--- src/rtl/core/ppce_pkg.sv ---
// shared constants and types for the palette pixel color expander
`default_nettype none

package ppce_pkg;

  // palette store geometry: three byte banks interleaved by address mod 3
  localparam int unsigned Banks    = 3;
  localparam int unsigned Rows     = 256;
  localparam int unsigned RowAw    = $clog2(Rows);
  localparam int unsigned Depth    = Banks * Rows;
  localparam int unsigned AddrW    = 10;
  localparam int unsigned ByteW    = 8;
  localparam int unsigned LaneW    = 2;

  // divide by three through a scaled reciprocal, exact for 10-bit operands
  localparam int unsigned Recip3   = 683;
  localparam int unsigned Recip3Sh = 11;

  // cube conversion constants
  localparam int unsigned Recip6   = 171;
  localparam int unsigned Recip6Sh = 10;
  localparam int unsigned Recip36  = 57;
  localparam int unsigned Recip36Sh = 11;
  localparam int unsigned CubeStep = 42;
  localparam int unsigned CubeLvls = 6;

  typedef enum logic [1:0] {
    MODE_RGB888 = 2'd0,
    MODE_RGB444 = 2'd1,
    MODE_RGB222 = 2'd2,
    MODE_CUBE   = 2'd3
  } color_mode_e;

  typedef enum logic {
    ACT_WRITE   = 1'b0,
    ACT_CONVERT = 1'b1
  } action_e;

  // per-bank access request for one cycle
  typedef struct packed {
    logic [Banks-1:0]            we;
    logic [Banks-1:0][RowAw-1:0] row;
    logic [ByteW-1:0]            wdata;
    logic [LaneW-1:0]            lane;
  } bank_req_t;

endpackage

`default_nettype wire

--- src/rtl/core/ppce_bank.sv ---
// one 256x8 palette bank, synchronous write and registered read
`default_nettype none

module ppce_bank
  import ppce_pkg::*;
(
  input  wire logic             clk_i,
  input  wire logic             we_i,
  input  wire logic             re_i,
  input  wire logic [RowAw-1:0] row_i,
  input  wire logic [ByteW-1:0] wdata_i,
  output logic      [ByteW-1:0] rdata_o
);

  logic [ByteW-1:0] mem [Rows];
  logic [ByteW-1:0] rdata_q;

  // write port
  always_ff @(posedge clk_i) begin
    if (we_i) begin
      mem[row_i] <= wdata_i;
    end
  end

  // registered read port, held while not enabled
  always_ff @(posedge clk_i) begin
    if (re_i) begin
      rdata_q <= mem[row_i];
    end
  end

  assign rdata_o = rdata_q;

endmodule

`default_nettype wire

--- config.mk ---
export PLATFORM = sky130hd
export DESIGN_NAME = ppce_bank
export DESIGN_NICKNAME = d
export VERILOG_FILES = /design/src/rtl/core/ppce_pkg.sv /design/src/rtl/core/ppce_bank.sv
export SDC_FILE = /design/constraint.sdc
export NUM_CORES = 2
export LEC_CHECK = 0
export BUFFER_PORTS_ARGS = -buffer_cell sky130_fd_sc_hd__buf_2
export CORE_MARGIN = 1
export CORE_UTILIZATION = 57
export DETAILED_ROUTE_END_ITERATION = 7
export PLACE_DENSITY = 0.73
export SLEW_MARGIN = 20
export SYNTH_ARGS = -nofsm -noshare
export SYNTH_HDL_FRONTEND = slang
export SYNTH_SLANG_ARGS = --single-unit
export TNS_END_PERCENT = 100
--- constraint.sdc ---
create_clock -name clk_i -period 3 [get_ports clk_i]
set_input_delay 0.3 -clock clk_i [delete_from_list [all_inputs] [get_ports clk_i]]
set_output_delay 0.3 -clock clk_i [all_outputs]
set_load 0.02 [all_outputs]
; ---- Word-level counts from Yosys, hierarchy flattened
; Memory sizes are Yosys's and may differ from the RTL's. A register that Yosys moved wholly into a read port is not among the register bits.
; Cells that the tools add are included.
[word_totals]
regBits = 0
latch_bits = 0
ram_bits = 2048
romBits = 0
input_bits = 19
out_inout_bits = 8
word_cells = 3
memories = 1
[op_classes]
n_addsub = 0
n_mul = 0
div_mod_pow = 0
order_cmp = 0
eq_ne = 0
shifts = 0
n_mux = 2
bitwise_logic = 0
reduce_logical = 0
[mem_list]
columns = name, words, word_bits, rd, rd_clocked_by_memory_dff, write_ports, line
row1 = mem, 256, 8, 1, 1, 1, ppce_bank.sv:15  ; logic [ByteW-1:0] mem [Rows];
[ops]
columns = op, count
row1 = 1-bit two-way mux, 2

; ---- Longest topological paths before layout
[logic_depth]
word_depth = 2
ltp_mapped = 10
ltp_nobuf = 5

; ---- Worst setup path before layout
; OpenSTA, ideal clock, no wires.
[synth_path]
kind = input to register
from = input row_i[1]
to = memory mem[111][0] (enable)
setup_time_ns = 0.370
t_arrival_ns = 2.149
slack_ns = 0.481
cell_stages = 9
n_path_buf = 5
cell_sequence = buf_2 -> clkbuf_1 -> clkbuf_1 -> nand2_1 -> buf_2 -> nor2_1 -> nand2_1 -> clkbuf_1 -> nor2_1
[synth_rtl]
columns = item, line
row1 = from (decl), ppce_bank.sv:10  ; input wire logic [RowAw-1:0] row_i,
row2 = to (decl), ppce_bank.sv:15
; Straight into the memory's write port.

==> reports/results.tsv <==
metric	value	unit
Peak Freq	346	MHz
share of layout cells above drive strength 1	31.9	%
aggregate negative setup slack	0	ps
FF-to-FF path depth	6	
Max-Cap Viols	0	
total of fill cells in the finished design	8370	
Peak VDD IR	0.589	mV
skew final	34.5	ps
largest net degree at the start of global routing	100	
Hold WC Path Type	input port to flip-flop	
Synth area leader	edfxtp_1	
Reg clk slew, reported paths	60	ps
Syn Nets	3566	
Worst EP arrival	3420	ps
total number of vias	39700	
syn avg cell area	22.2	µm²
Mapped Cells	3547	
synth unique cells	21	
# port buffers	26	
worst slew pin tran	939	ps
Power Dens Cells	637	nW/µm²
ANT nets after route	0	
flops & latches, synth	2056	
Die Wd	373	µm
detailed-router iteration count before antenna repair	5	
Max clock buf depth	3	
Cell Rows	135	
initial antenna violation count	6	
Final Hold Fails	0	
CP Class	flip-flop to flip-flop	
Root Buffer Master	clkbuf_16	
crit end category	flip-flop	
crit path max fanout	1	
Final Util	66.8	%
CP Launch Type	flip-flop	
WL final	188000	µm
1st-iter DRT viols	4833	
Yosys top cell area share	78.6	%
CTS tree	done	
worst-skew pair later-pin latency	830	ps
gr ovfl total	0	
number of synthesis warnings	0	
Tmin final	2890	ps
WL/cell	31.2	µm
final setup fails	0	
hold depth	1	
overall routing resource usage	27.2	%
Design Power	58.0	mW
synthesized area	78600	µm²
DRC Markers	0	
H-tree levels	4	
post-DR vias/cell	6.58	
DP HPWL	115000	µm
die height	373	µm
Slew Limit Fails	0	
main area contributors after synthesis	edfxtp_1, mux4_2, a22oi_1	
Worst EP required	3540	ps
Starting Density	57.7	%
Final period util	96.3	%
relative slew slack	37.3	%
RD Place Congestion	0.842	
outcome	finished clean	
die area	139000	µm²
static leakage	28.8	nW
vias in the first global route	39800	
area grow syn2layout	15.8	%
post-synthesis sequential area ratio	78.6	%
CTS sink count	2056	
first-pass GRT wire length	272000	µm
RSZ-0062 raised after global routing	false	
IO Pins	27	
total CTS buffers	197	
Core Box Area	136000	µm²
Net count, final	4100	
[layout make-up]
cell class	instances	area (µm²)	area share, %
multi-input cells	1258	15800	17.4
clock inverters	123	925	1.02
flip-flops and latches	2056	61700	67.8
clock buffers	241	5140	5.65
well taps	1781	2230	2.45
repair buffers	567	5140	5.65
diodes	3	7.51	0.00825
inverters	1	3.75	0.00412
[cell families after synthesis]
group | Yosys count | share of synthesized area [%]
mux | 512 | 14.7
simple gates | 330 | 1.73
buf+inv | 233 | 1.40
compound gates | 416 | 3.62
flops | 2056 | 78.6
[report_power, final]
group / switching [mW] / internal, mW / leakage (nW)
sequential: 0.0363 / 31.7 / 18.5
combinational: 1.76 / 1.11 / 7.39
clock: 10.5 / 12.9 / 2.97
[worst max-delay path, cell delays in order (launching register included)]
cell and delay (ps):
edfxtp_1 370, mux4_2 480, a22oi_1 360, a21oi_1 160, o41ai_1 870, buf_4 270, nand4_1 80
[sequential cells by signal, summed over array words and instances (netlist names)]
register,flops
mem,2048
rdata_o,8
[worst paths after layout]
| kind | from | slack, ps | endpoint |
|---|---|---|---|
| max reg2reg | mem[239][0]$_DFFE_PP_ | 110 | rdata_o[0]$_DFFE_PP_ |
| min | wdata_i[7] | 100 | mem[79][7]$_DFFE_PP_ |
| max | mem[239][0]$_DFFE_PP_ | 110 | rdata_o[0]$_DFFE_PP_ |
| min reg2reg | mem[35][2]$_DFFE_PP_ | 1060 | rdata_o[2]$_DFFE_PP_ |
[metal layers]
layer | track usage, % | part of all wire (%)
met1 | 39.3 | 38
met4 | 9.00 | 3.2
met2 | 42.0 | 48
met3 | 5.86 | 11
met5 | 0 | 0.019
[synth_stat cells]
| library cell | instances |
|---|---|
| nand4_1 | 8 |
| nand2b_1 | 6 |
| nand3_1 | 13 |
| a22oi_1 | 256 |
| or2_2 | 2 |
| buf_1 | 19 |
| o41ai_1 | 32 |
| or3_1 | 1 |
| a21oi_1 | 128 |
| edfxtp_1 | 2056 |
| clkbuf_1 | 145 |
| buf_4 | 16 |
| buf_2 | 36 |
| nand2_1 | 28 |
| inv_1 | 1 |
| nor2b_1 | 7 |
| buf_6 | 16 |
| nor3_1 | 30 |
| nor2_1 | 232 |
| and2_1 | 3 |
| mux4_2 | 512 |
[per-stage QoR]
step / hold WS [ps] / cell area, µm² / worst slack, ps / cells
after detailed placement: 732 / 84900 / -581 / 5657
after floorplan: 399 / 78600 / 481 / 3547
after CTS: 93.9 / 91000 / 141 / 6027
final: 95.7 / 91000 / 111 / 6030
after global placement: 729 / 84800 / -612 / 5657
after global routing: 112 / 91000 / 33.1 / 6027
[placed cells by master, fill, tap and decap left out, drive strengths merged]
cell type	n
nand4	8
buf	557
or3	1
or2	2
nor2b	7
nor3	30
bufinv	8
edfxtp	2056
clkbuf	245
and2	3
a22oi	256
clkinv	103
nor2	232
a21oi	128
o41ai	32
inv	9
nand2	28
nand2b	6
clkinvlp	4
dlygate4sd3	6
diode	3
nand3	13
mux4	512
[repair_timing]
item	4_1_cts	5_1_grt
gates resized for setup	1	1
hold buffers	6	0
endpoints found under the hold margin	189	0
endpoints found under the setup margin	1	1
setup buffers	0	0
No activity file was read; power rests on OpenSTA's default activity.
