**config.mk**
```make
export PLATFORM = sky130hd
export DESIGN_NAME = ppce_fmt
export DESIGN_NICKNAME = d
export VERILOG_FILES = /design/src/rtl/core/ppce_pkg.sv /design/src/rtl/core/ppce_fmt.sv
export SDC_FILE = /design/constraint.sdc
export NUM_CORES = 1
export LEC_CHECK = 0
export BUFFER_PORTS_ARGS = -buffer_cell sky130_fd_sc_hd__buf_2
export CAP_MARGIN = 0
export CORE_MARGIN = 1
export CORE_UTILIZATION = 25
export DETAILED_ROUTE_END_ITERATION = 16
export PLACE_DENSITY = 0.48
export SYNTH_ARGS = -nofsm -noshare
export SYNTH_HDL_FRONTEND = slang
export SYNTH_SLANG_ARGS = --single-unit
```
**constraint.sdc**
```tcl
create_clock -name vclk -period 9.6
set_input_delay 1.92 -clock vclk [all_inputs]
set_output_delay 1.92 -clock vclk [all_outputs]
set_load 0.1 [all_outputs]
```
**src/rtl/core/ppce_pkg.sv**
```systemverilog
// shared constants and types for the palette pixel color expander
`default_nettype none

package ppce_pkg;

  // palette store geometry: three byte banks interleaved by address mod 3
  localparam int unsigned Banks    = 3;
  localparam int unsigned Rows     = 256;
  localparam int unsigned RowAw    = $clog2(Rows);
  localparam int unsigned Depth    = Banks * Rows;
  localparam int unsigned AddrW    = 10;
  localparam int unsigned ByteW    = 8;
  localparam int unsigned LaneW    = 2;

  // divide by three through a scaled reciprocal, exact for 10-bit operands
  localparam int unsigned Recip3   = 683;
  localparam int unsigned Recip3Sh = 11;

  // cube conversion constants
  localparam int unsigned Recip6   = 171;
  localparam int unsigned Recip6Sh = 10;
  localparam int unsigned Recip36  = 57;
  localparam int unsigned Recip36Sh = 11;
  localparam int unsigned CubeStep = 42;
  localparam int unsigned CubeLvls = 6;

  typedef enum logic [1:0] {
    MODE_RGB888 = 2'd0,
    MODE_RGB444 = 2'd1,
    MODE_RGB222 = 2'd2,
    MODE_CUBE   = 2'd3
  } color_mode_e;

  typedef enum logic {
    ACT_WRITE   = 1'b0,
    ACT_CONVERT = 1'b1
  } action_e;

  // per-bank access request for one cycle
  typedef struct packed {
    logic [Banks-1:0]            we;
    logic [Banks-1:0][RowAw-1:0] row;
    logic [ByteW-1:0]            wdata;
    logic [LaneW-1:0]            lane;
  } bank_req_t;

endpackage

`default_nettype wire

```
**src/rtl/core/ppce_fmt.sv**
```systemverilog
// color word formatting from the fetched palette bytes
`default_nettype none

module ppce_fmt
  import ppce_pkg::*;
(
  input  wire color_mode_e            mode_i,
  input  wire logic [LaneW-1:0]       lane_i,
  input  wire logic [Banks-1:0][ByteW-1:0] rdata_i,
  output logic      [3*ByteW-1:0]     color_o
);

  logic [ByteW-1:0]  lo, hi;
  logic [15:0]       p6;
  logic [13:0]       p36;
  logic [5:0]        q6;
  logic [2:0]        q36;
  logic [ByteW-1:0]  d_lo, d_mid;
  logic [2:0]        l_lo, l_mid, l_hi;
  logic [ByteW-1:0]  c_lo, c_mid, c_hi;

  // pick the first byte and the byte after it
  always_comb begin
    case (lane_i)
      2'd0: begin lo = rdata_i[0]; hi = rdata_i[1]; end
      2'd1: begin lo = rdata_i[1]; hi = rdata_i[2]; end
      2'd2: begin lo = rdata_i[2]; hi = rdata_i[0]; end
      default: begin lo = '0; hi = '0; end
    endcase
  end

  // cube levels: c mod 6, (c/6) mod 6, (c/36) mod 6
  assign p6    = {8'd0, lo} * 16'(Recip6);
  assign p36   = {6'd0, lo} * 14'(Recip36);
  assign q6    = p6[Recip6Sh +: 6];
  assign q36   = p36[Recip36Sh +: 3];
  assign d_lo  = lo - ({2'b00, q6} * 8'(CubeLvls));
  assign d_mid = {2'b00, q6} - ({5'd0, q36} * 8'(CubeLvls));
  assign l_lo  = d_lo[2:0];
  assign l_mid = d_mid[2:0];
  assign l_hi  = (q36 >= 3'(CubeLvls)) ? (q36 - 3'(CubeLvls)) : q36;
  assign c_lo  = {5'd0, l_lo}  * 8'(CubeStep);
  assign c_mid = {5'd0, l_mid} * 8'(CubeStep);
  assign c_hi  = {5'd0, l_hi}  * 8'(CubeStep);

  // field placement per mode
  always_comb begin
    case (mode_i)
      MODE_RGB888: color_o = {rdata_i[2], rdata_i[1], rdata_i[0]};
      MODE_RGB444: color_o = {lo[3:0], 4'h0, lo[7:4], 4'h0, hi[3:0], 4'h0};
      MODE_RGB222: color_o = {lo[1:0], 6'd0, lo[3:2], 6'd0, lo[5:4], 6'd0};
      MODE_CUBE:   color_o = {c_lo, c_mid, c_hi};
      default:     color_o = '0;
    endcase
  end

endmodule

`default_nettype wire

```
* Word level (Yosys, flattened, before mapping) *
Cells that the tools add are included.

cells by class
  equality and inequality tests = 5
  multiply operators = 7
  multiplexer cells = 4
  reduce and logical (&&, ||, !) cells = 2
  add/subtract/negate cells = 3
  $lt $le $gt $ge = 1

operators with widths
  operator              number
  $pmux 24 s4           1
  $pmux 8 s3            1
  $mul 3x5->7 const B   3
  $mul 8x8->16 const B  1
  $mul 8x6->14 const B  1
  $pmux 4 s3            1
  $eq 2x2->1 const B    3
  $mul 6x2->2 const B   1
  $sub 3x3->3           2
  $eq 2x1->1 const B    2
  $logic_not 2->1       2
  $ge 3x3->1 const B    1
  $mul 3x2->2 const B   1
  $mux 3                1
  $sub 3x3->3 const B   1

storage, ports and cells
  bits in registers = 0
  logic and storage cells = 22

* Depth between registers and ports, before layout *
Gate-level depths: netlist of the first run.

  depth in word-level cells = 7
  gate-level depth with buffers = 31
  depth with buffers taken out = 29

* Least setup slack after synthesis of the first run *
No wires, ideal clock.

  kind = input to output
  start point = input lane_i[1]
  end point = output color_o[15]
  stages on the path = 26
  path slack = -1.190 ns
  required time = 7.680 ns
  path buffers = 2
  arrival time = 8.870 ns
  path through = buf_6 -> buf_6 -> mux2i_1 -> o21ai_0 -> inv_1 -> fa_1 -> inv_1 -> fa_1 -> ha_1 -> ha_1 -> nand4_1 -> a211oi_1 -> a21oi_1 -> o21ai_1 -> xor2_1 -> ha_1 -> xnor2_1 -> xnor2_1 -> xnor2_1 -> xnor2_1 -> xnor2_2 -> xor2_1 -> ha_1 -> ha_1 -> xnor3_1 -> o21ai_1

on the way
  cells in the longest elaborated chain, start to end = 7

ends and longest elaborated chain
  item                                      RTL line        text
  start, declared                           ppce_fmt.sv:8   input wire logic [LaneW-1:0] lane_i,
  $eq 2x2->1, or another cell as far along  ppce_fmt.sv:24  case (lane_i)
  $pmux 8 s3 (*)                            ppce_fmt.sv:24
  $mul 8x6->14                              ppce_fmt.sv:34  assign p36 = {6'd0, lo} * 14'(Recip36);
  $mul 3x2->2                               ppce_fmt.sv:38  assign d_mid = {2'b00, q6} - ({5'd0, q36} * 8'(CubeLvls));
  $sub 3x3->3                               ppce_fmt.sv:38
  $mul 3x5->7                               ppce_fmt.sv:43  assign c_mid = {5'd0, l_mid} * 8'(CubeStep);
  $pmux 24 s4 (*)                           ppce_fmt.sv:48  case (mode_i)
  end, declared                             ppce_fmt.sv:10  output logic [3*ByteW-1:0] color_o

Mark *: on every way between the ends. The rest lies on a longest branch, timed or not.

* Worst setup path after layout of the first run *
  start point = input lane_i[1]
  end point = output color_o[14]

Same word-level chain as after synthesis.

==> run metrics, run 1 <==
status finished clean; area grow syn2layout 52.5%; Syn Inst Count 289; nets@finish ~510; Total Wirelength around 7700 um; RSZ-0062 raised after global routing true; data arrival time of the worst path about 7700 ps; die area 0.0107 mm^2; Reg area 0 um^2; Final period util between 90 and 100%; max frequency about 0.10 GHz; PortBufs 52; initial detailed-routing violation count 59; # fillers 1007; initial antenna violation count 0; Crit path required time ~7700 ps; vias in the first global route between 2000 and 3000; Yosys top cell area share between 30 and 40%; Hold Path Class input pin to output pin; Largest stage delay, worst path approximately 520 ps; Worst setup EP type output pin; Post-synth top cells 66 x ha_1, 47 x inv_1, 21 x fa_1; Ports 52; Synth Warn # 0; DRT antenna net count 0; Avg Synthesized Cell Area 8.92 um^2; Setup CP Type input pin to output pin; Yosys cell types approximately 40; utilization after layout approximately two fifths; Area contributors post-synth ha_1 32%, fa_1 16%, inv_1 6.8%; Rel. slew slack around 22%; clkbuf count 0; most used cell, CP xnor2_2; minimum clock period 9590 ps; All-Layer GR Usage 14.6%; Crit path max-delay family adder cells; max_cap viols 0; area of the multi-input gates 0.00269 mm^2; first-pass GRT wire length 12900 um; GR Overflow Total 0; sequential cell area fraction in the yosys report 0%; Initial Util a little over a quarter; share of cells above drive strength 1 around 46%; width of the chip 104 um; DRC viols 0; Worst Max-Slew Pin Slew between 1000 and 1500 ps; Max Slew Vio Count 0; most frequent cell after synthesis ha_1; Synth Cell Area 0.00258 mm^2; Synth Net Count about 400; Crit Path Max Fanout 8; GP Congestion 0.878; antenna cells 0; largest area contributor in the netlist ha_1; routed vias/inst between 4 and 5; Core Area 0.00986 mm^2; vias post-DR 2423; Die Y ~100 um; largest net degree at the start of global routing 25; first drt pass iteration count 4; row cnt 36; crit path buf inv count 8; final sequential cell count 0; Critical-path top delay cell fa_1; setup violators final 0; Startpoint Class input pin; HPWL after DPL 6650 um; final hold vios 0; wire per inst 14.5 um
[routing by layer]
metal / global-route usage [%] / share of wire (%) / routed length [um]
met1: 20.0 / 48 / 3670
met2: 26.9 / 50 / 3860
met3: 0.252 / 1.1 / 82
met4: 0.621 / 0.55 / 42
met5: 0 / 0 / 0
[final timing paths]
check | from | end | slack [ps] | cells past startpoint
setup / recovery | lane_i[1] | color_o[14] | 6 | 31
hold / removal | rdata_i[13] | color_o[13] | 4240 | 3
[final cells by class]
cell class / count / share of cell area (%)
Timing Repair Buffer: 117 / 22.6
Tap cell: 133 / 4.23
Inverter: 49 / 4.68
Multi-Input combinational cell: 230 / 68.5
[per-stage QoR]
| stage | setup TNS [ps] | instance area (um^2) | setup WS, ps | instances | hold slack (ps) |
|---|---|---|---|---|---|
| 5_1_grt | -375 | 3930 | -239 | 529 | 4240 |
| 4_1_cts | -85.6 | 3790 | -85.6 | 525 | 4240 |
| 3_3_place_gp | -924 | 3570 | -269 | 519 | 4240 |
| 6_report | 0 | 3930 | 5.65 | 529 | 4240 |
| 3_5_place_dp | -1060 | 3570 | -305 | 519 | 4240 |
| 2_1_floorplan | -3.79 | 2710 | -3.79 | 289 | 4130 |
[what timing repair did]
action	in CTS	in global routing
setup endpoints to repair	7	7
gates cloned	0	0
setup buffers	7	4
gates resized for setup	35	23
hold buffers	0	0
pin swaps	33	24
[placed cells by master (no fill, tap or decap), drive strengths merged, types with 2 or more instances in the layout]
master  instances
fa             21
inv            49
a22o           12
mux2            6
ha             66
xnor3           3
mux2i          10
a21oi          13
nor2b           3
xor2            8
nand2b          2
nand4           2
xnor2          12
buf           117
nand2          17
mux4            3
o21ai          19
and2            4
o21a            2
nor2            6
a211oi          5
a21o            4
a221oi          3
[logic make-up (layout without fill, tap and decap cells)]
logic type | after synthesis | count (layout) | share of synthesized area, %
AOI/OAI and AO/OA | 63 | 63 | 16.5
xor gates and xnor gates | 23 | 23 | 9.70
adders and majority gates | 87 | 87 | 48.3
buffers and inverters | 59 | 166 | 9.27
muxes | 19 | 19 | 9.12
and+or+nand+nor | 38 | 38 | 7.08
Power of run 1 is left out: the tool's default activity adds up to more than one toggle a clock period on the data nets, which glitch-free logic cannot reach.
==> inputs of run 2 (changes only) <==
--- a/config.mk
+++ b/config.mk
@@ -5,6 +5,7 @@
 export SDC_FILE = /design/constraint.sdc
 export NUM_CORES = 1
 export LEC_CHECK = 0
+export ABC_AREA = 1
 export BUFFER_PORTS_ARGS = -buffer_cell sky130_fd_sc_hd__buf_2
 export CAP_MARGIN = 0
 export CORE_MARGIN = 1
==> run 2 against run 1 <==
Net effect:
- the flow now finishes with violations (DRC)
- sequential share of layout area is the same
- core utilization shrank 6.3 points
- die area grew 7.5%
- cell area shrank 7.6%
- critical path type unchanged
- critical endpoint is now color_o[22]
- highest routed layer unchanged
==> run metrics, run 2 <==
status complete, but fails checks; violated checks DRC; All-Layer GR Usage 15.1% (+0.48 points); Synth Net Count 502 (+24%); area grow syn2layout 30.9%; Ports 52 (unchanged); Avg Synthesized Cell Area 7.17 um^2 (-20%); die area 0.0115 mm^2 (+7.5%); WL met1 3930 um (+6.9%); Rel. slew slack 44.5% (+22 points); sequential cell area fraction in the yosys report 0% (unchanged); commonest cells after routing, fill and taps aside 80 x inv_1, 75 x nand2_1, 61 x ha_1; Largest stage delay, worst path 530 ps (about the same); PwrDens approximately 310 mW/mm^2; PortBufs 52 (unchanged); clkbuf count 0 (unchanged); DRT antenna net count 0 (unchanged); Final Non-Filler Cells 595 (+12%); Worst setup EP type output pin; row cnt 38 (+5.6%); max frequency 0.107 GHz (+2.8%); initial detailed-routing violation count 100 (+69%); vias post-DR 2711 (+12%); Pwr Total 1130 uW; Cells after DPL 595 (+15%); nets@finish 572 (+12%); WL met2 3990 um (+3.4%); Synth Cell Area 0.00278 mm^2 (+7.6%); data arrival time of the worst path 7410 ps (-260 ps); Worst Max-Slew Pin Slew 830 ps (-329 ps); Synth Warn # 0 (unchanged); utilization after layout 33.5% (-6.3 points); most used cell, CP inv_1; Crit Path Max Fanout 7 (-1); dpl ws -76.8 ps (+229 ps); Setup CP Type input pin to output pin; Crit path required time 7680 ps (about the same); routed vias/inst 4.56 (-0.52%); Total Wirelength 8410 um (+9.8%); Yosys top cell area share 29.8% (-2.3 points); VDD IR max between 0.3 and 0.4 mV; Startpoint Class input pin; Initial Util 25.6% (-0.54 points); initial antenna violation count 0 (unchanged); most common cell after layout, fill and taps aside inv_1; largest area contributor in the netlist ha_1; setup violators final 0 (unchanged); Reg area 0 um^2 (unchanged); setup ws final 269 ps (+263 ps); GP Congestion 0.851 (-3.0%); GR Overflow Total 0 (unchanged); routed wl met3 381 um (+360%); Max Slew Vio Count 0 (unchanged); Die Y 107 um (+3.7%); width of the chip 107 um (+3.7%); Hold Path Class input pin to output pin; HPWL after DPL 7650 um (+15%); Core Area 0.0108 mm^2 (+9.9%); antenna cells 0 (unchanged); first-pass GRT wire length 13800 um (+7.0%); vias in the first global route 2743 (+6.1%); final hold vios 0 (unchanged); Static Leak between 0.002 and 0.0025 uW; largest net degree at the start of global routing 16 (-36%); max layer used met4; Final period util 97.2% (-2.7 points); DRC viols 1 (+1); setup repair bufs after CTS 0 (-7); RSZ-0062 raised after global routing true; first drt pass iteration count 10 (+6); share of cells above drive strength 1 27.0% (-19 points); Yosys cell types 40 (-2.4%); Area contributors post-synth ha_1 30%, fa_1 15%, inv_1 11%; most frequent cell after synthesis inv_1; Syn Inst Count 387 (+34%); minimum clock period 9330 ps (-263 ps); Post-synth top cells 82 x inv_1, 77 x nand2_1, 66 x ha_1; Critical-path top delay cell fa_1; final sequential cell count 0 (unchanged); max_cap viols 0 (unchanged); wire per inst 14.1 um (-2.3%)
run 2: changes by cell type after synthesis, sizes merged, moves of 5 or more:
| cell | change |
|---|---|
| a21oi | -7 |
| a22o | -11 |
| inv | +38 |
| mux2 | -6 |
| mux2i | -10 |
| nand2 | +77 |
| nand3 | +32 |
| nor2 | +12 |
| o21ai | -8 |
| o221ai | +5 |
| o22ai | +5 |
| xor2 | -7 |
run 2: routing by layer:
| layer | up-vias | track usage [%] |
|---|---|---|
| li1 | 1397 | - |
| met1 | 1238 | 19.8 |
| met2 | 70 | 28.2 |
| met3 | 6 | 0.424 |
| met4 | 0 | 1.66 |
| met5 | - | 0 |
run 2: worst paths after layout:
path / startpoint / end / cells after the start
setup / recovery: lane_i[0] / color_o[22] / 32
hold / removal: rdata_i[12] / color_o[12] / 4
run 2: final cells by class:
type                       count  area (um^2)
inverter                      87          334
tap                          140          175
fill                        1158         7210
timing repair buffer          73          596
multi-input combinational    295         2530
run 2: logic make-up (layout without fill, tap and decap cells):
family | after synthesis | in the layout | synth area share [%]
AO/OA/AOI/OAI | 43 | 43 | 10.7
AND/OR/NAND/NOR | 156 | 156 | 28.3
adder cells (fa/ha/maj) | 87 | 87 | 44.9
XOR/XNOR | 9 | 9 | 2.84
buffers and inverters | 92 | 160 | 13.3
run 2: where the power goes:
group	switching (uW)	leakage (uW)	total [uW]	internal, uW
logic	708	0.00204	1130	422
registers	0	0	0	0
clock network	0	0	0	0
total	708	0.00204	1130	422
run 2: worst max-delay path: cells and delay by family:
family          cells  cell delay, ps
xor+xnor            2             290
compound gates      3             700
buf+inv            10             790
simple gates        8             800
fa+ha+maj           9            2890
run 2: through the flow:
stage               setup TNS (ps)  cell area [um^2]  hold WS (ps)
CTS                              0              3580          4270
global placement                 0              3570          4270
finish                           0              3630          4260
floorplan                    -67.5              2850          4150
detailed placement           -83.9              3570          4270
global route                 -14.8              3630          4290
run 2: repair_timing:
action,4_1_cts,5_1_grt
pin swaps,0,4
hold buffers,0,0
setup endpoints to repair,2,7
resized for setup,3,10
Power figures use the tool's default switching activity.
