## config.mk

```make
export PLATFORM = sky130hd
export DESIGN_NAME = ppce_addr
export DESIGN_NICKNAME = d
export VERILOG_FILES = /design/src/rtl/core/ppce_pkg.sv /design/src/rtl/core/ppce_addr.sv
export SDC_FILE = /design/constraint.sdc
export NUM_CORES = 1
export LEC_CHECK = 0
export ABC_AREA = 0
export BUFFER_PORTS_ARGS = -buffer_cell sky130_fd_sc_hd__buf_2
export CELL_PAD_IN_SITES_DETAIL_PLACEMENT = 2
export CELL_PAD_IN_SITES_GLOBAL_PLACEMENT = 2
export CORE_ASPECT_RATIO = 1.2
export CORE_UTILIZATION = 33
export DETAILED_ROUTE_END_ITERATION = 10
export PLACE_DENSITY = 0.9
export SLEW_MARGIN = 5
export SYNTH_ARGS = -nofsm -noshare
export SYNTH_HDL_FRONTEND = slang
export SYNTH_SLANG_ARGS = --single-unit
```

## constraint.sdc

```tcl
create_clock -name vclk -period 16.9
set_input_delay 0.845 -clock vclk [all_inputs]
set_output_delay 0.845 -clock vclk [all_outputs]
set_load 0.03 [all_outputs]
```

## src/rtl/core/ppce_pkg.sv

```systemverilog
// shared constants and types for the palette pixel color expander
`default_nettype none

package ppce_pkg;

  // palette store geometry: three byte banks interleaved by address mod 3
  localparam int unsigned Banks    = 3;
  localparam int unsigned Rows     = 256;
  localparam int unsigned RowAw    = $clog2(Rows);
  localparam int unsigned Depth    = Banks * Rows;
  localparam int unsigned AddrW    = 10;
  localparam int unsigned ByteW    = 8;
  localparam int unsigned LaneW    = 2;

  // divide by three through a scaled reciprocal, exact for 10-bit operands
  localparam int unsigned Recip3   = 683;
  localparam int unsigned Recip3Sh = 11;

  // cube conversion constants
  localparam int unsigned Recip6   = 171;
  localparam int unsigned Recip6Sh = 10;
  localparam int unsigned Recip36  = 57;
  localparam int unsigned Recip36Sh = 11;
  localparam int unsigned CubeStep = 42;
  localparam int unsigned CubeLvls = 6;

  typedef enum logic [1:0] {
    MODE_RGB888 = 2'd0,
    MODE_RGB444 = 2'd1,
    MODE_RGB222 = 2'd2,
    MODE_CUBE   = 2'd3
  } color_mode_e;

  typedef enum logic {
    ACT_WRITE   = 1'b0,
    ACT_CONVERT = 1'b1
  } action_e;

  // per-bank access request for one cycle
  typedef struct packed {
    logic [Banks-1:0]            we;
    logic [Banks-1:0][RowAw-1:0] row;
    logic [ByteW-1:0]            wdata;
    logic [LaneW-1:0]            lane;
  } bank_req_t;

endpackage

`default_nettype wire

```

## src/rtl/core/ppce_addr.sv

```systemverilog
// address generation: byte address to bank and row, clearing pass and writes
`default_nettype none

module ppce_addr
  import ppce_pkg::*;
(
  input  wire logic             accept_i,
  input  wire logic             action_i,
  input  wire logic [AddrW-1:0] palette_address_i,
  input  wire logic [ByteW-1:0] palette_byte_i,
  input  wire logic [ByteW-1:0] pixel_index_i,
  input  wire color_mode_e      mode_i,
  input  wire logic             clr_busy_i,
  input  wire logic [RowAw-1:0] clr_row_i,
  output bank_req_t             req_o
);

  logic [AddrW-1:0]   a0;
  logic [2*AddrW-1:0] prod;
  logic [AddrW-2:0]   q9;
  logic [AddrW-1:0]   rem;
  logic [RowAw-1:0]   q0, q1;
  logic [LaneW-1:0]   r0, r1;
  logic               wr_ok;

  // first byte address of the access
  always_comb begin
    if (action_i == ACT_WRITE) begin
      a0 = palette_address_i;
    end else begin
      case (mode_i)
        MODE_RGB444: a0 = {1'b0, pixel_index_i, 1'b0};
        default:     a0 = {2'b00, pixel_index_i};
      endcase
    end
  end

  // divide by three and remainder
  assign prod = {{AddrW{1'b0}}, a0} * (2*AddrW)'(Recip3);
  assign q9   = prod[Recip3Sh +: (AddrW-1)];
  assign rem  = a0 - AddrW'({1'b0, q9} * AddrW'(3));
  assign r0   = rem[LaneW-1:0];
  assign q0   = q9[RowAw-1:0];

  // the following byte lives in the next bank, wrapping to the next row
  always_comb begin
    if (r0 == LaneW'(Banks-1)) begin
      r1 = '0;
      q1 = q0 + RowAw'(1);
    end else begin
      r1 = r0 + LaneW'(1);
      q1 = q0;
    end
  end

  assign wr_ok = accept_i && (action_i == ACT_WRITE) && (palette_address_i < AddrW'(Depth));

  // per-bank request
  always_comb begin
    req_o.lane  = r0;
    req_o.wdata = clr_busy_i ? '0 : palette_byte_i;
    for (int b = 0; b < Banks; b++) begin
      req_o.we[b] = clr_busy_i || (wr_ok && (r0 == LaneW'(b)));
      if (clr_busy_i) begin
        req_o.row[b] = clr_row_i;
      end else if (action_i == ACT_CONVERT && mode_i == MODE_RGB888) begin
        req_o.row[b] = pixel_index_i;
      end else if (action_i == ACT_CONVERT && mode_i == MODE_RGB444 &&
                   r1 == LaneW'(b)) begin
        req_o.row[b] = q1;
      end else begin
        req_o.row[b] = q0;
      end
    end
  end

endmodule

`default_nettype wire

```

* Word-level counts from Yosys, hierarchy flattened
Cells that the tools add are included.
Widths: inputs -> output; s select.
** Word-level totals
- Bits in registers :: 0
- Bits of input ports :: 39
** Cells by class
- $add $sub $neg :: 3
- Multiply operators :: 2
- $lt $le $gt $ge :: 1
- Equality and inequality tests :: 5
- Muxes and demuxes :: 14
- Bitwise operators :: 1
- Reduce and logical (&&, ||, !) cells :: 16
** Operators by type and width (count)
- $mux 8 :: 11
- $mul 10x10->20 const B :: 1
- $logic_and 1x1->1 :: 10
- $lt 10x10->1 const B :: 1
- $mux 10 :: 1
- $mul 9x2->2 const B :: 1
- $mux 9 :: 1
- $add 8x1->8 const B :: 1
- $eq 2x1->1 const B :: 3
- $logic_not 2->1 :: 3
- $eq 2x2->1 const B :: 2
- $logic_or 1x1->1 :: 3
- $add 2x1->2 const B :: 1
- $mux 2 :: 1
- $sub 2x2->2 :: 1
- $not 1->1 :: 1

* Logic depth before layout (Yosys ltp)
Gate-level depths: netlist of the first run.
- Depth after elaboration :: 13
- Gate-level depth with buffers :: 27
- Mapped depth without buffers :: 25

* Worst setup path after synthesis of the first run
OpenSTA, ideal clock, no wires.
- Path type :: input-to-output
- From :: in action_i
- To :: out req_o[12] (netlist bit)
- Arrival time :: 7.054 ns
- Setup slack :: 9.001 ns
- Cell stages on the path :: 25
- Cell sequence :: buf_2 clkbuf_1 clkbuf_1 nor2_1 a21oi_1 ha_1 fa_1 inv_1 fa_1 fa_1 inv_1 ha_1 ha_1 a21oi_1 o21ai_0 or3_1 o211ai_2 inv_1 ha_1 xor2_1 and3_1 nand2_1 xor2_1 o21ba_2 o21ai_0
** RTL lines
- from (decl) :: RTL line ppce_addr.sv:8 : input wire logic action_i,
- to (decl) :: RTL line ppce_addr.sv:15 : output bank_req_t req_o

==> results of run 1 <==
## per-stage QoR
step           instance area [um^2]  util (%)  instances  setup slack, ns  hold slack, ns
6_report                       3030      40.9        483             7.88            2.06
5_1_grt                        3030      40.9        483             7.48            2.08
2_1_floorplan                  2580         -        327             9.00            1.90
3_5_place_dp                   3030      40.9        483             7.85            2.06
3_3_place_gp                   3030      40.9        483             8.15            2.06
4_1_cts                        3030      40.9        483             7.86            2.06
## placed cells by master (no fill, tap or decap), types with 4 or more instances in the layout
cell	count
a21oi_1	16
nand4_1	4
fa_1	21
o21ai_0	28
mux2i_1	9
nand2_1	22
nor2b_1	10
xnor2_1	11
ha_1	58
nand3_1	4
and3_1	6
nor2_1	20
buf_2	76
inv_1	58
## cell type report
class	count	area, um^2
Fill cell	920	4370
Inverter	58	218
Multi-Input combinational cell	259	2320
Tap cell	90	113
Timing Repair Buffer	76	380
## cell usage after synthesis (2+ instances only)
master / number
ha_1: 58
nor2_1: 20
mux2i_1: 9
o31ai_1: 3
nor2b_1: 10
fa_1: 21
a211oi_1: 3
xor2_1: 3
buf_4: 2
nand4b_1: 2
nand3_1: 4
nand4_1: 4
nand2b_1: 2
xnor2_1: 11
o21ai_0: 28
a21oi_1: 16
clkbuf_1: 7
inv_1: 58
a31oi_1: 3
and3_1: 6
and2_1: 3
nor3_2: 2
nand2_1: 22
nor3_1: 2
## how the worst max path moves through the flow
stage / start / to / depth (start not counted)
finish: mode_i[0] / req_o[16] / 27
global route: mode_i[0] / req_o[16] / 27
CTS: mode_i[0] / req_o[16] / 27
detailed placement: mode_i[0] / req_o[16] / 27
global placement: mode_i[0] / req_o[16] / 27
floorplan: action_i / req_o[12] / 25
## worst max-delay path: cells and delay by family
kind / cells / cell delay, ns
compound gates: 6 / 1.54
xor+xnor: 1 / 0.16
fa+ha+maj: 7 / 2.91
buf+inv: 7 / 0.69
mux: 1 / 0.17
simple gates: 5 / 1.86
## routing by layer
metal	vias up	track usage (%)	part of all wire, %
met5	-	0	0
met4	0	5.84	2.2
li1	1261	-	-
met1	1257	22.2	37
met3	18	3.15	6.2
met2	93	46.7	55
## cells by family (layout without fill, tap and decap cells)
kind of cell	after synthesis	in the layout	synth area share, %
simple gates	85	85	17.7
fa+ha+maj	79	79	44.4
compound gates	72	72	19.4
buf+inv	68	134	10.2
xor+xnor	14	14	4.75
mux	9	9	3.49
==> impl_results.md, run 1 <==
- Post-CTS sizing: 0
- Initial core utilization: 34.9%
- Status: finished, final reports clean
- PortBufs: 76
- Synth Net Count: ~450
- CP max FO: 10
- Min Clock Period, post-route: around 9.0 ns
- Initial antenna violation count: 0
- Yosys top cell area share: between 20% and 30%
- Register Area: 0 um^2
- Hold Path End: req_o[6]
- # IOs: 76
- Worst Setup End Kind: output port
- Ranking of synthesized cells by area: ha_1 28%, fa_1 16%, inv_1 8.4%
- Area of the die: 8180 um^2
- DP HPWL: a little over 8000 um
- Routed wire length per instance: about 19 um
- Sum Neg Setup Slack: 0 ns
- Fmax: between 100 and 150 MHz
- Max incr delay on CP: about 0.86 ns
- Clk_buf instances: 0
- Hold Path Stages: 3
- GPL Wtd Cong: approximately 0.8
- Worst Tran Pin Value: between 1 and 1.5 ns
- Hold-fix buffers, CTS: 0
- DIE WIDTH: around 83 um
- Cell row count: 34
- Worst EP required: 16.06 ns
- Hold Fails Final Rpt: 0
- RSZ-0062 raised after global routing: false
- First-pass GRT wire length: 14,200 um
- Rel. slew slack: a little over a quarter
- # nets final: a little over 500
- Seq Cell Count: 0
- Max-slew violation count: 0
- CP most frequent cell: inv_1
- Mapped Cells: approximately 330
- Vias per Instance: 5.44
- Core area: around 7400 um^2
- Total setup buffers inserted after CTS: 0
- Detailed Route Iter0 Violations: 55
- Area leader, netlist: ha_1
- Die height: approximately 99 um
- Global route overflow: 0
- Routed via count: around 2,600
- Remaining antenna violation count: 0
- Antenna diode count: 0
- Part of the Yosys area used for sequential elements: 0%
- Slowest-stage cell, CP: nor2b_1
- Vias in the first global route: approximately 3,000
- Mapped Area: about 2600 um^2
- Setup CP Type: primary input to output port
- Final Cycle Share: a little over half
- Synthesis-to-finish area growth: 17.3%
- # setup viols final: 0
- GRT Resource Usage Total: a little under a quarter
- Hold path start: palette_byte_i[4]
- Drc violations: 0
- Critical Path AT: between 8 and 9 ns
- Max-Cap Viols: 0
- Syn_area_per_cell: 7.89 um^2
- Distinct cell type count after synthesis: 52
- Largest net degree at the start of global routing: 36
- Total of warnings raised by yosys: 0
- Crit path launch type: primary input
- Drt total wl: ~9000 um
- Ratio of cells with drive above 1 in the final layout: a little under a quarter
- HP Class: primary input to output port
- DR pass1 iterations: 5
Power of run 1 is not shown: default switching activity piles up to over one toggle a cycle in this logic, so the estimate is an artifact.
==> inputs of run 2 (changes only) <==
--- a/config.mk
+++ b/config.mk
@@ -5,14 +5,14 @@
 export SDC_FILE = /design/constraint.sdc
 export NUM_CORES = 1
 export LEC_CHECK = 0
-export ABC_AREA = 0
+export ABC_AREA = 1
 export BUFFER_PORTS_ARGS = -buffer_cell sky130_fd_sc_hd__buf_2
 export CELL_PAD_IN_SITES_DETAIL_PLACEMENT = 2
 export CELL_PAD_IN_SITES_GLOBAL_PLACEMENT = 2
 export CORE_ASPECT_RATIO = 1.2
-export CORE_UTILIZATION = 33
+export CORE_UTILIZATION = 29
 export DETAILED_ROUTE_END_ITERATION = 10
-export PLACE_DENSITY = 0.9
+export PLACE_DENSITY = 0.85
 export SLEW_MARGIN = 5
 export SYNTH_ARGS = -nofsm -noshare
 export SYNTH_HDL_FRONTEND = slang
==> constraint.sdc (replaced) <==
create_clock -name vclk -period 8.66
set_input_delay 0.433 -clock vclk [all_inputs]
set_output_delay 0.433 -clock vclk [all_outputs]
set_load 0.03 [all_outputs]
==> impl_results.md, run 2 <==
- Hold path start: palette_byte_i[2]
- Ranking of synthesized cells by area: ha_1 26%, nand2_1 16%, fa_1 15%
- Hold Fails Final Rpt: 0
- Worst EP required: 8.23 ns
- Post-CTS sizing: 0
- Mapped Area: 2760 um^2
- Routed via count: ~3,000
- Most common cell after layout, fill and taps aside: nand2_1
- DP HPWL: around 9500 um
- Part of the Yosys area used for sequential elements: 0%
- Antenna diode count: 0
- Seq Cell Count: 0
- RSZ-0062 raised after global routing: false
- Synthesis-to-finish area growth: 18.6%
- Hold Path Stages: 4
- Syn_area_per_cell: 6.53 um^2
- Die height: about 110 um
- Vias in the first global route: approximately 3,500
- Global route overflow: 0
- Yosys top cell area share: between 20% and 30%
- First-pass GRT wire length: between 15,000 and 20,000 um
- Max incr delay on CP: between 0.6 and 0.7 ns
- Synth Net Count: 541
- Mapped Cells: roughly 420
- Area of placed instances: 3280 um^2
- Design area: 3280 um^2
- Clk_buf instances: 0
- CP most frequent cell: nand2_1
- Vias per Instance: slightly below 5
- Distinct cell type count after synthesis: 34
- Remaining antenna violation count: 0
- Routed wire length per instance: roughly 17 um
- Register Area: 0 um^2
- CP max FO: 7
- DIE WIDTH: about 91 um
- HP Class: primary input to output port
- Detailed Route Iter0 Violations: 37
- Cell row count: 38
- Area leader, netlist: ha_1
- Area of the die: between 9000 and 10,000 um^2
- Drc violations: 0
- Crit path launch type: primary input
- # IOs: 76
- Max-slew violation count: 0
- Final Cycle Share: 84.9%
- # nets final: between 600 and 700
- Initial core utilization: approximately 30%
- Drt total wl: 10,200 um
- Max-Cap Viols: 0
- Rel. slew slack: between 40 and 50%
- Setup CP Type: primary input to output port
- PortBufs: 76
- DR pass1 iterations: 4
- Critical Path AT: 6.92 ns
- Fmax: approximately 140 MHz
- Hold-fix buffers, CTS: 0
- Highest-count cells in the layout ignoring fill and taps: 121 x nand2_1, 82 x inv_1, 76 x buf_2
- Core area: a little over 9000 um^2
- Worst Tran Pin Value: 0.791 ns
- Min Clock Period, post-route: 7.35 ns
- GRT Resource Usage Total: 20.8%
- Hold_ws: about 1.2 ns
- Hold Path End: req_o[4]
- Total setup buffers inserted after CTS: 0
- Total of warnings raised by yosys: 0
- Worst Setup End Kind: output port
- Largest net degree at the start of global routing: 20
- Post-synth top cells: 121 x nand2_1, 82 x inv_1, 58 x ha_1
- Most common cell in the netlist: nand2_1
- # setup viols final: 0
- Sum Neg Setup Slack: 0 ns
- Slowest-stage cell, CP: o21ai_0
- Status: finished, final reports clean
- Ratio of cells with drive above 1 in the final layout: 20.6%
- GPL Wtd Cong: between 0.8 and 0.9
- Initial antenna violation count: 0
-- run 2: cell count changes after synthesis, moves of 5 or more --
cell,previous run,this run
nand2_1,22,121
nand2_4,0,5
nand3_1,4,16
nand2_2,0,6
nor2b_1,10,0
inv_1,58,82
xnor2_1,11,3
mux2i_1,9,0
and3_1,6,0
-- run 2: critical path: cells and delay by family --
| kind | cells | cell delay [ns] |
|---|---|---|
| and+or+nand+nor | 13 | 1.42 |
| xor gates and xnor gates | 2 | 0.57 |
| buffers and inverters | 7 | 0.74 |
| AOI/OAI and AO/OA | 2 | 0.82 |
| adders and majority gates | 7 | 2.93 |
-- run 2: layout make-up --
class              instances  area [um^2]
fillers                 1172         5850
inverters                 86          323
multi-input cells        332         2410
well taps                120          150
repair buffers            77          388
-- run 2: layer usage --
layer,GRT usage [%],routed length (um),up-vias
li1,-,-,1483
met1,22.5,3980,1488
met2,43.4,5660,54
met3,0.488,160,18
met4,6.80,368,0
met5,0,0,-
-- run 2: through the flow --
stage	setup slack, ns	util [%]	cells
after global placement	1.50	35.9	615
after floorplan	2.15	-	423
after CTS	1.27	35.9	615
final	1.31	35.9	615
after global routing	0.945	35.9	615
after detailed placement	1.30	35.9	615
-- run 2: logic make-up after synthesis --
group | Yosys count | share of synthesized area (%)
buf+inv | 91 | 12.6
simple gates | 187 | 31.6
xor+xnor | 7 | 2.49
compound gates | 59 | 11.8
fa+ha+maj | 79 | 41.5
-- run 2: worst max-delay path by stage --
stage	startpoint	to	slack (ns)	cells past startpoint
final	mode_i[0]	req_o[16]	1.31	31
after global routing	mode_i[0]	req_o[16]	0.94	31
after CTS	mode_i[0]	req_o[16]	1.27	31
after detailed placement	mode_i[0]	req_o[16]	1.30	31
after global placement	mode_i[0]	req_o[14]	1.50	31
after floorplan	mode_i[0]	req_o[10]	2.15	27
Power of run 2 is left out for the same reason.
